[src/rtl/sdi_pkg.sv]
`default_nettype none

package sdi_pkg;

    typedef enum logic [1:0] {
        FUNC_START = 2'd0,
        FUNC_TICK  = 2'd1,
        FUNC_R1    = 2'd2,
        FUNC_EXT   = 2'd3
    } t_func;

    typedef enum logic [1:0] {
        ACT_CMD   = 2'd0,
        ACT_FETCH = 2'd1,
        ACT_DONE  = 2'd2,
        ACT_DESEL = 2'd3
    } t_action;

    typedef enum logic [2:0] {
        OUT_BUSY       = 3'd0,
        OUT_CMD0_FAIL  = 3'd1,
        OUT_CMD55_ERR  = 3'd2,
        OUT_ACMD41_FAIL = 3'd3,
        OUT_CMD58_FAIL = 3'd4,
        OUT_SD1        = 3'd5,
        OUT_SD2        = 3'd6,
        OUT_SDHC       = 3'd7
    } t_outcome;

    typedef enum logic [3:0] {
        PH_IDLE         = 4'd0,
        PH_CMD0         = 4'd1,
        PH_CMD8_R1      = 4'd2,
        PH_CMD8_EXT     = 4'd3,
        PH_CMD55        = 4'd4,
        PH_ACMD41       = 4'd5,
        PH_CMD58_R1     = 4'd6,
        PH_CMD58_EXT_OK = 4'd7,
        PH_CMD58_EXT_BAD = 4'd8,
        PH_DONE         = 4'd9
    } t_phase;

    localparam logic [5:0]  CMD_GO_IDLE   = 6'd0;
    localparam logic [5:0]  CMD_SEND_IF   = 6'd8;
    localparam logic [5:0]  CMD_APP       = 6'd55;
    localparam logic [5:0]  CMD_SD_OP     = 6'd41;
    localparam logic [5:0]  CMD_READ_OCR  = 6'd58;

    localparam logic [31:0] CMD8_ARG      = 32'h0000_01AA;
    localparam logic [31:0] HCS_BIT       = 32'h4000_0000;
    localparam logic [31:0] TIMEOUT_RESET = 32'd2000;
    localparam logic [7:0]  R1_IDLE       = 8'h01;
    localparam logic [7:0]  R1_READY      = 8'h00;
    localparam int          R1_ILLEGAL_BIT = 2;
    localparam logic [1:0]  OCR_CCS       = 2'b11;

    // result queue, depth must be a power of two
    localparam int OQ_DEPTH = 2;
    localparam int OQ_AW    = $clog2(OQ_DEPTH);

    typedef struct packed {
        t_action     action;
        logic [5:0]  cmd_index;
        logic [31:0] cmd_arg;
        logic        deselect_after;
        t_outcome    outcome;
        logic        last;
    } t_result;

    typedef struct packed {
        logic    two;
        t_result r0;
        t_result r1;
    } t_bundle;

    typedef struct packed {
        logic    valid;
        t_bundle bundle;
    } t_push;

    function automatic t_result make_res(t_action act, logic [5:0] idx, logic [31:0] arg,
                                         logic desel, t_outcome oc);
        t_result r;
        r.action         = act;
        r.cmd_index      = idx;
        r.cmd_arg        = arg;
        r.deselect_after = desel;
        r.outcome        = oc;
        r.last           = 1'b1;
        return r;
    endfunction

endpackage

`default_nettype wire

[src/rtl/sdi_core.sv]
`default_nettype none

module sdi_core
    import sdi_pkg::*;
(
    input  wire logic        i_clk,
    input  wire logic        i_rst_n,
    input  wire logic        i_valid,
    output logic             o_stall,
    input  wire logic [1:0]  i_func,
    input  wire logic [7:0]  i_resp_byte,
    input  wire logic [31:0] i_ext_word,
    input  wire logic        i_cfg_valid,
    input  wire logic [31:0] i_cfg_data,
    input  wire logic        i_room,
    output t_push            o_push
);

    logic        r_in_valid;
    t_func       r_func;
    logic [7:0]  r_resp;
    logic [31:0] r_ext;

    t_phase      r_phase, n_phase;
    logic [31:0] r_elapsed, n_elapsed;
    logic        r_illegal, n_illegal;
    logic        r_v2, n_v2;
    logic [31:0] r_timeout;

    logic    has_res;
    logic    two;
    t_result res0, res1;
    logic    late;
    logic    advance;

    assign late    = r_elapsed > r_timeout;
    assign advance = r_in_valid && (!has_res || i_room);
    assign o_stall = r_in_valid && !advance;

    assign o_push.valid      = advance && has_res;
    assign o_push.bundle.two = two;
    assign o_push.bundle.r0  = res0;
    assign o_push.bundle.r1  = res1;

    always_ff @(posedge i_clk) begin
        if (!i_rst_n) begin
            r_in_valid <= 1'b0;
        end else if (i_valid && !o_stall) begin
            r_in_valid <= 1'b1;
        end else if (advance) begin
            r_in_valid <= 1'b0;
        end
    end

    always_ff @(posedge i_clk) begin
        if (i_valid && !o_stall) begin
            r_func <= t_func'(i_func);
            r_resp <= i_resp_byte;
            r_ext  <= i_ext_word;
        end
    end

    always_ff @(posedge i_clk) begin
        if (!i_rst_n) begin
            r_timeout <= TIMEOUT_RESET;
        end else if (i_cfg_valid) begin
            r_timeout <= i_cfg_data;
        end
    end

    always_ff @(posedge i_clk) begin
        if (!i_rst_n) begin
            r_phase   <= PH_IDLE;
            r_elapsed <= '0;
            r_illegal <= 1'b0;
            r_v2      <= 1'b0;
        end else if (advance) begin
            r_phase   <= n_phase;
            r_elapsed <= n_elapsed;
            r_illegal <= n_illegal;
            r_v2      <= n_v2;
        end
    end

    always_comb begin
        n_phase   = r_phase;
        n_elapsed = r_elapsed;
        n_illegal = r_illegal;
        n_v2      = r_v2;
        has_res   = 1'b0;
        two       = 1'b0;
        res0      = make_res(ACT_DONE, CMD_GO_IDLE, '0, 1'b0, OUT_BUSY);
        res1      = res0;
        case (r_func)
            FUNC_START: begin
                n_illegal = 1'b0;
                n_v2      = 1'b0;
                n_elapsed = '0;
                n_phase   = PH_CMD0;
                has_res   = 1'b1;
                two       = 1'b1;
                res0      = make_res(ACT_DESEL, CMD_GO_IDLE, '0, 1'b0, OUT_BUSY);
                res0.last = 1'b0;
                res1      = make_res(ACT_CMD, CMD_GO_IDLE, '0, 1'b1, OUT_BUSY);
            end
            FUNC_TICK: begin
                if (r_elapsed != '1) begin
                    n_elapsed = r_elapsed + 32'd1;
                end
            end
            FUNC_R1: begin
                case (r_phase)
                    PH_CMD0: begin
                        has_res = 1'b1;
                        if (r_resp == R1_IDLE) begin
                            n_phase = PH_CMD8_R1;
                            res0    = make_res(ACT_CMD, CMD_SEND_IF, CMD8_ARG, 1'b0, OUT_BUSY);
                        end else if (late) begin
                            n_phase = PH_DONE;
                            res0    = make_res(ACT_DONE, '0, '0, 1'b0, OUT_CMD0_FAIL);
                        end else begin
                            res0    = make_res(ACT_CMD, CMD_GO_IDLE, '0, 1'b1, OUT_BUSY);
                        end
                    end
                    PH_CMD8_R1: begin
                        has_res   = 1'b1;
                        n_illegal = r_resp[R1_ILLEGAL_BIT];
                        n_phase   = PH_CMD8_EXT;
                        res0      = make_res(ACT_FETCH, '0, '0, 1'b1, OUT_BUSY);
                    end
                    PH_CMD55: begin
                        has_res = 1'b1;
                        if (r_resp[7:1] != '0) begin
                            n_phase = PH_DONE;
                            res0    = make_res(ACT_DONE, '0, '0, 1'b0, OUT_CMD55_ERR);
                        end else begin
                            n_phase = PH_ACMD41;
                            res0    = make_res(ACT_CMD, CMD_SD_OP, r_v2 ? HCS_BIT : '0,
                                               1'b1, OUT_BUSY);
                        end
                    end
                    PH_ACMD41: begin
                        has_res = 1'b1;
                        if (r_resp == R1_IDLE && !late) begin
                            n_phase = PH_CMD55;
                            res0    = make_res(ACT_CMD, CMD_APP, '0, 1'b1, OUT_BUSY);
                        end else if (r_resp != R1_READY) begin
                            n_phase = PH_DONE;
                            res0    = make_res(ACT_DONE, '0, '0, 1'b0, OUT_ACMD41_FAIL);
                        end else if (r_v2) begin
                            n_phase = PH_CMD58_R1;
                            res0    = make_res(ACT_CMD, CMD_READ_OCR, '0, 1'b0, OUT_BUSY);
                        end else begin
                            n_phase = PH_DONE;
                            res0    = make_res(ACT_DONE, '0, '0, 1'b0, OUT_SD1);
                        end
                    end
                    PH_CMD58_R1: begin
                        has_res = 1'b1;
                        n_phase = (r_resp == R1_READY) ? PH_CMD58_EXT_OK : PH_CMD58_EXT_BAD;
                        res0    = make_res(ACT_FETCH, '0, '0, 1'b1, OUT_BUSY);
                    end
                    default: begin
                        has_res = 1'b0;
                    end
                endcase
            end
            FUNC_EXT: begin
                case (r_phase)
                    PH_CMD8_EXT: begin
                        has_res   = 1'b1;
                        n_v2      = !r_illegal && (r_ext == CMD8_ARG);
                        n_elapsed = '0;
                        n_phase   = PH_CMD55;
                        res0      = make_res(ACT_CMD, CMD_APP, '0, 1'b1, OUT_BUSY);
                    end
                    PH_CMD58_EXT_OK: begin
                        has_res = 1'b1;
                        n_phase = PH_DONE;
                        res0    = make_res(ACT_DONE, '0, '0, 1'b0,
                                           (r_ext[31:30] == OCR_CCS) ? OUT_SDHC : OUT_SD2);
                    end
                    PH_CMD58_EXT_BAD: begin
                        has_res = 1'b1;
                        n_phase = PH_DONE;
                        res0    = make_res(ACT_DONE, '0, '0, 1'b0, OUT_CMD58_FAIL);
                    end
                    default: begin
                        has_res = 1'b0;
                    end
                endcase
            end
            default: begin
                has_res = 1'b0;
            end
        endcase
    end

endmodule

`default_nettype wire

[src/rtl/sdi_out_queue.sv]
`default_nettype none

module sdi_out_queue
    import sdi_pkg::*;
(
    input  wire logic  i_clk,
    input  wire logic  i_rst_n,
    input  wire t_push i_push,
    output logic       o_room,
    output logic       o_valid,
    input  wire logic  i_stall,
    output t_result    o_res
);

    t_bundle          r_mem [OQ_DEPTH];
    logic [OQ_AW-1:0] r_wr;
    logic [OQ_AW-1:0] r_rd;
    logic [OQ_AW:0]   r_count;
    logic             r_sub;

    t_bundle head;
    logic    take;
    logic    pop;

    assign head    = r_mem[r_rd];
    assign o_valid = r_count != '0;
    assign o_res   = r_sub ? head.r1 : head.r0;
    assign take    = o_valid && !i_stall;
    // whole entry leaves once its final result is taken
    assign pop     = take && (r_sub || !head.two);
    assign o_room  = (r_count != (OQ_AW+1)'(OQ_DEPTH)) || pop;

    always_ff @(posedge i_clk) begin
        if (i_push.valid) begin
            r_mem[r_wr] <= i_push.bundle;
        end
    end

    always_ff @(posedge i_clk) begin
        if (!i_rst_n) begin
            r_wr    <= '0;
            r_rd    <= '0;
            r_count <= '0;
            r_sub   <= 1'b0;
        end else begin
            if (i_push.valid) begin
                r_wr <= r_wr + 1'b1;
            end
            if (take) begin
                r_sub <= !pop;
            end
            if (pop) begin
                r_rd <= r_rd + 1'b1;
            end
            case ({i_push.valid, pop})
                2'b10:   r_count <= r_count + 1'b1;
                2'b01:   r_count <= r_count - 1'b1;
                default: r_count <= r_count;
            endcase
        end
    end

endmodule

`default_nettype wire

[src/rtl/sd_spi_init_sequencer.sv]
`default_nettype none

// Channel   Dir  Handshake           Payload
// request   in   i_valid / o_stall   i_func, i_resp_byte, i_ext_word
// result    out  o_valid / i_stall   o_action, o_cmd_index, o_cmd_arg,
//                                    o_deselect_after, o_outcome, o_last
// config    in   i_cfg_valid / o_cfg_ready   i_cfg_data (init_timeout_ticks)
//
// A request is registered, then handled combinationally; its results are written into a
// two-entry queue, which drives the output.
// One request per cycle while not stalled; a start request yields two results,
// presented in turn from one queue entry. Input stalls only when the queue is full.
// Synchronous active-low reset: idle phase, timeout 2000, queue empty.
module sd_spi_init_sequencer
    import sdi_pkg::*;
(
    input  wire logic        i_clk,
    input  wire logic        i_rst_n,
    input  wire logic        i_valid,
    output logic             o_stall,
    input  wire logic [1:0]  i_func,
    input  wire logic [7:0]  i_resp_byte,
    input  wire logic [31:0] i_ext_word,
    output logic             o_valid,
    input  wire logic        i_stall,
    output logic [1:0]       o_action,
    output logic [5:0]       o_cmd_index,
    output logic [31:0]      o_cmd_arg,
    output logic             o_deselect_after,
    output logic [2:0]       o_outcome,
    output logic             o_last,
    input  wire logic        i_cfg_valid,
    output logic             o_cfg_ready,
    input  wire logic [31:0] i_cfg_data
);

    t_push   push;
    logic    room;
    t_result res;

    assign o_cfg_ready = 1'b1;

    sdi_core u_core (
        .i_clk       (i_clk),
        .i_rst_n     (i_rst_n),
        .i_valid     (i_valid),
        .o_stall     (o_stall),
        .i_func      (i_func),
        .i_resp_byte (i_resp_byte),
        .i_ext_word  (i_ext_word),
        .i_cfg_valid (i_cfg_valid && o_cfg_ready),
        .i_cfg_data  (i_cfg_data),
        .i_room      (room),
        .o_push      (push)
    );

    sdi_out_queue u_queue (
        .i_clk   (i_clk),
        .i_rst_n (i_rst_n),
        .i_push  (push),
        .o_room  (room),
        .o_valid (o_valid),
        .i_stall (i_stall),
        .o_res   (res)
    );

    assign o_action         = res.action;
    assign o_cmd_index      = res.cmd_index;
    assign o_cmd_arg        = res.cmd_arg;
    assign o_deselect_after = res.deselect_after;
    assign o_outcome        = res.outcome;
    assign o_last           = res.last;

endmodule

`default_nettype wire
[config.mk]
export PLATFORM = sky130hd
export DESIGN_NAME = sd_spi_init_sequencer
export DESIGN_NICKNAME = d
export VERILOG_FILES = /design/src/rtl/sdi_pkg.sv /design/src/rtl/sdi_core.sv /design/src/rtl/sdi_out_queue.sv /design/src/rtl/sd_spi_init_sequencer.sv
export SDC_FILE = /design/constraint.sdc
export NUM_CORES = 1
export LEC_CHECK = 0
export ABC_AREA = 1
export BUFFER_PORTS_ARGS = -buffer_cell sky130_fd_sc_hd__buf_2
export CAP_MARGIN = 20
export CELL_PAD_IN_SITES_DETAIL_PLACEMENT = 0
export CELL_PAD_IN_SITES_GLOBAL_PLACEMENT = 1
export CORE_ASPECT_RATIO = 0.75
export CORE_MARGIN = 1.5
export CORE_UTILIZATION = 46
export DETAILED_ROUTE_END_ITERATION = 6
export PLACE_DENSITY_LB_ADDON = 0.05
export SLEW_MARGIN = 20
export SYNTH_ARGS = -nofsm -noshare
export SYNTH_HDL_FRONTEND = slang
export SYNTH_SLANG_ARGS = --single-unit
[constraint.sdc]
create_clock -name i_clk -period 5.05 [get_ports i_clk]
set_clock_uncertainty 0.05 [all_clocks]
set_input_delay 1.01 -clock i_clk [delete_from_list [all_inputs] [get_ports i_clk]]
set_output_delay 1.01 -clock i_clk [all_outputs]
set_load 0.02 [all_outputs]
==> results by group <==
Critical path
  • Crit path arrival time: between 2 and 2.5 ns
  • Cell chain of the critical path: mux2i_1 -> o21ai_0 -> nand4_2 -> nor2_1 -> buf_2
  • Worst path max stage delay: roughly 0.69 ns
  • CP endpoint kind: output pin
  • Data required time at the worst endpoint: 3.99 ns
  • Total buffers and inverters traversed by the critical path: 1
  • Flop2flop setup slack: between 2 and 2.5 ns
  • Startpoint type of the worst setup path: flip-flop
  • Worst reg2reg path depth: 8
  • Setup CP Type: reg -> out
  • Critical path endpoint: o_stall
  • Crit path depth: 5
  • Worst path slowest cell: dfxtp_1
  • Cell type group with the largest total delay on the critical path: flip-flops
  • Crit Path Max Fanout: 17
  • Endpoint of the most critical register-to-register path: u_core.r_ext[9]$_DFFE_PP_

Global route
  • Sum of overflow across all layers after global routing: 0
  • Overall Global Routing Usage: 20.9%
  • Vias in the first global route: 5,575
  • Largest net degree at the start of global routing: 41
  • Global-route wire length before repair: ~29,000 um
  • Number of antenna violations at the first check in global routing: 0

Floorplanning
  • Initial core utilization: 46.6%
  • Floorplan row count: 41
  • Overall die area: 0.0177 mm2
  • Count of pins on the block boundary: 127
  • Placeable core area: between 0.015 and 0.02 mm2
  • Vertical die dimension: 116 um
  • Die width: 153 um

Routing
  • Number of iterations in the first detailed-routing pass: 5
  • WL/cell: about 14 um
  • Vias per std cell: 4.91
  • Remaining number of nets flagged by the antenna check after routing: 0
  • Total Wirelength: 17,600 um
  • Routed vias: 6,115
  • DRC violation count after routing: 0
  • First-iteration detailed-routing DRC count: 284

STA
  • Maximum clock frequency: 301 MHz
  • Final Critical Period: 3.33 ns
  • TNS Setup: 0 ns
  • Actual transition at the worst max-transition pin: 0.766 ns
  • Slew Viols, Final: 0
  • Unrepaired setup endpoints after global routing: no
  • Final Hold Violating Endpoints: 0
  • Relative slew margins: between 40% and 50%
  • PnR worst setup slack: 1.72 ns
  • Fraction of the cycle the final worst path needs: roughly 66%
  • Total setup violations reported at the end of the flow: 0

CTS
  • CTS max path bufs: 2
  • Root Buffer: clkbuf_16
  • Clock-pin slew on the worst setup and hold paths: 0.06 ns
  • Post-CTS setup buffers: 0
  • TritonCTS clock tree: yes
  • Post-CTS resize count: 0
  • Inserted Clock Buffers: 17
  • Clock latency of the later-clocked register in the worst-skew pair: 0.42 ns
  • Clock sink count: 151
  • Hold-fix buffers, CTS: 0
  • Maximum level of the CTS H-tree: 4

Finish
  • Fin nets: 1,131
  • Diodes inserted: 0
  • Most common cell after layout, fill and taps aside: nand2_1
  • Commonest cells after routing, fill and taps aside: 172 x nand2_1, 115 x nor2_1, 101 x inv_1
  • Fraction of layout cells with a size suffix above 1: between 15 and 20%
  • Post-layout utilization of the core: 53.5%
  • Area Growth Syn to Fin: 14.7%
  • Final std cells w/o fill: 1,246

Placement
  • Number of input and output port buffers inserted: a little under 100
  • Instance count after placement with tap cells included: 1,214
  • Pre-CTS setup slack: 1.79 ns
  • Global placer's final weighted congestion: 0.918
  • Sum of net half-perimeters after detailed placement: between 10,000 and 15,000 um

Job
  • Max cap viols: 0

Synthesis
  • Number of distinct library cell variants in the gate-level netlist after synthesis: 47
  • Avg Cell Area, Syn: 8.39 um2
  • FFs w/ async S/R, synth: 0%
  • Total of flip-flops plus latches after synthesis: 151
  • Warnings, synthesis: 0
  • Cells taking the most area after synthesis: edfxtp_1 29%, dfxtp_1 20%, nand2_1 8.3%
  • Cell type with the largest total area after synthesis: edfxtp_1
  • Part of the Yosys area used for sequential elements: 48.3%
  • Area share of the leading cell type in the synthesized netlist: 28.5%
  • Post-synth top flop: dfxtp_1
  • Number of synthesized flops with an enable pin: 74
  • Gate count after technology mapping: 929
  • Post-synthesis cell area: 0.00780 mm2

Power
  • Pwr per Cell Area: 331 mW/mm2
  • Worst VDD drop: 0.219 mV
  • Reported leakage power: 3.58 nW

Outcome
  • Outcome: complete, no violations

Hold path
  • Hold WC Path Type: reg -> reg
==> through the flow <==
stage / cell area (um2) / hold slack (ns) / power, mW
after floorplan: 7890 / 0.376 / 1.57
after global placement: 8300 / 0.399 / 1.63
after detailed placement: 8300 / 0.402 / 1.63
after CTS: 8940 / 0.416 / 2.98
after global routing: 8940 / 0.439 / 3.07
final: 8940 / 0.413 / 2.96
==> state kept, by name, indices dropped and copies added (netlist names), named ones only <==
name,count
u_core.r_elapsed,32
u_core.r_ext,32
u_core.r_func,2
u_core.r_illegal,1
u_core.r_in_valid,1
u_core.r_phase,4
u_core.r_resp,8
u_core.r_timeout,32
u_core.r_v2,1
u_queue.r_count,2
u_queue.r_mem,32
u_queue.r_rd,1
u_queue.r_sub,1
u_queue.r_wr,1
==> metal layers <==
layer	vias up	wire [um]	part of all wire (%)	global-route usage (%)
li1	3221	-	-	-
met1	2718	9840	56	32.2
met2	162	6620	38	28.9
met3	14	956	5.4	5.01
met4	0	157	0.89	5.62
met5	-	0	0	0
==> layout make-up <==
class | instances | area [um2]
timing repair buffer | 104 | 533
multi-input combinational | 638 | 3340
inverter | 106 | 400
tap | 215 | 269
clock inverter | 15 | 211
sequential | 151 | 3760
clock buffer | 17 | 425
fill | 1645 | 7780
==> how the worst min path moves through the flow <==
stage | start | slack (ns) | end | depth (start not counted)
2_1_floorplan | u_queue.r_rd$_SDFFE_PN0P_ | 0.38 | flip-flop | 1
3_3_place_gp | u_queue.r_rd$_SDFFE_PN0P_ | 0.40 | u_queue.r_rd$_SDFFE_PN0P_ | 1
3_5_place_dp | u_queue.r_rd$_SDFFE_PN0P_ | 0.40 | u_queue.r_rd$_SDFFE_PN0P_ | 1
4_1_cts | u_queue.r_rd$_SDFFE_PN0P_ | 0.42 | u_queue.r_rd$_SDFFE_PN0P_ | 1
5_1_grt | u_core.r_timeout[16]$_SDFFE_PN0P_ | 0.44 | u_core.r_timeout[16]$_SDFFE_PN0P_ | 2
6_report | u_core.r_timeout[2]$_SDFFE_PN0P_ | 0.41 | u_core.r_timeout[2]$_SDFFE_PN0P_ | 2
==> report_power, final <==
part           total [mW]  switching [mW]  internal, mW  leakage, nW
sequential           1.36          0.0213          1.34         1.30
clock                1.36           0.558         0.800        0.306
combinational       0.237           0.163        0.0739         1.97
==> Yosys cell counts (all sizes together) (8+ instances only) <==
cell type  instances
a21oi             91
o21ai             69
xnor2              8
ha                34
nor2             121
nor4              14
buf               41
dfxtp             77
clkbuf            18
xor2              21
nand2            175
nand3             24
edfxtp            74
nor3              21
nand4             15
inv              105
==> worst reg2reg max path, stage by stage (launching register included) <==
cell     delay (ns)
dfxtp_1        0.69
mux2i_1        0.28
o21ai_0        0.22
nand4_2        0.18
nor2_1         0.07
inv_1          0.06
nand2_1        0.08
inv_1          0.57
buf_4          0.41
==> logic make-up after synthesis <==
group	share of synthesized area (%)
and+or+nand+nor	21.0
xor gates and xnor gates	3.26
adders and majority gates	5.46
buffers and inverters	10.1
muxes	0.128
DFF	48.3
AOI/OAI and AO/OA	11.7
other	0.0963
Note: power is estimated with default switching activity, not from simulation.
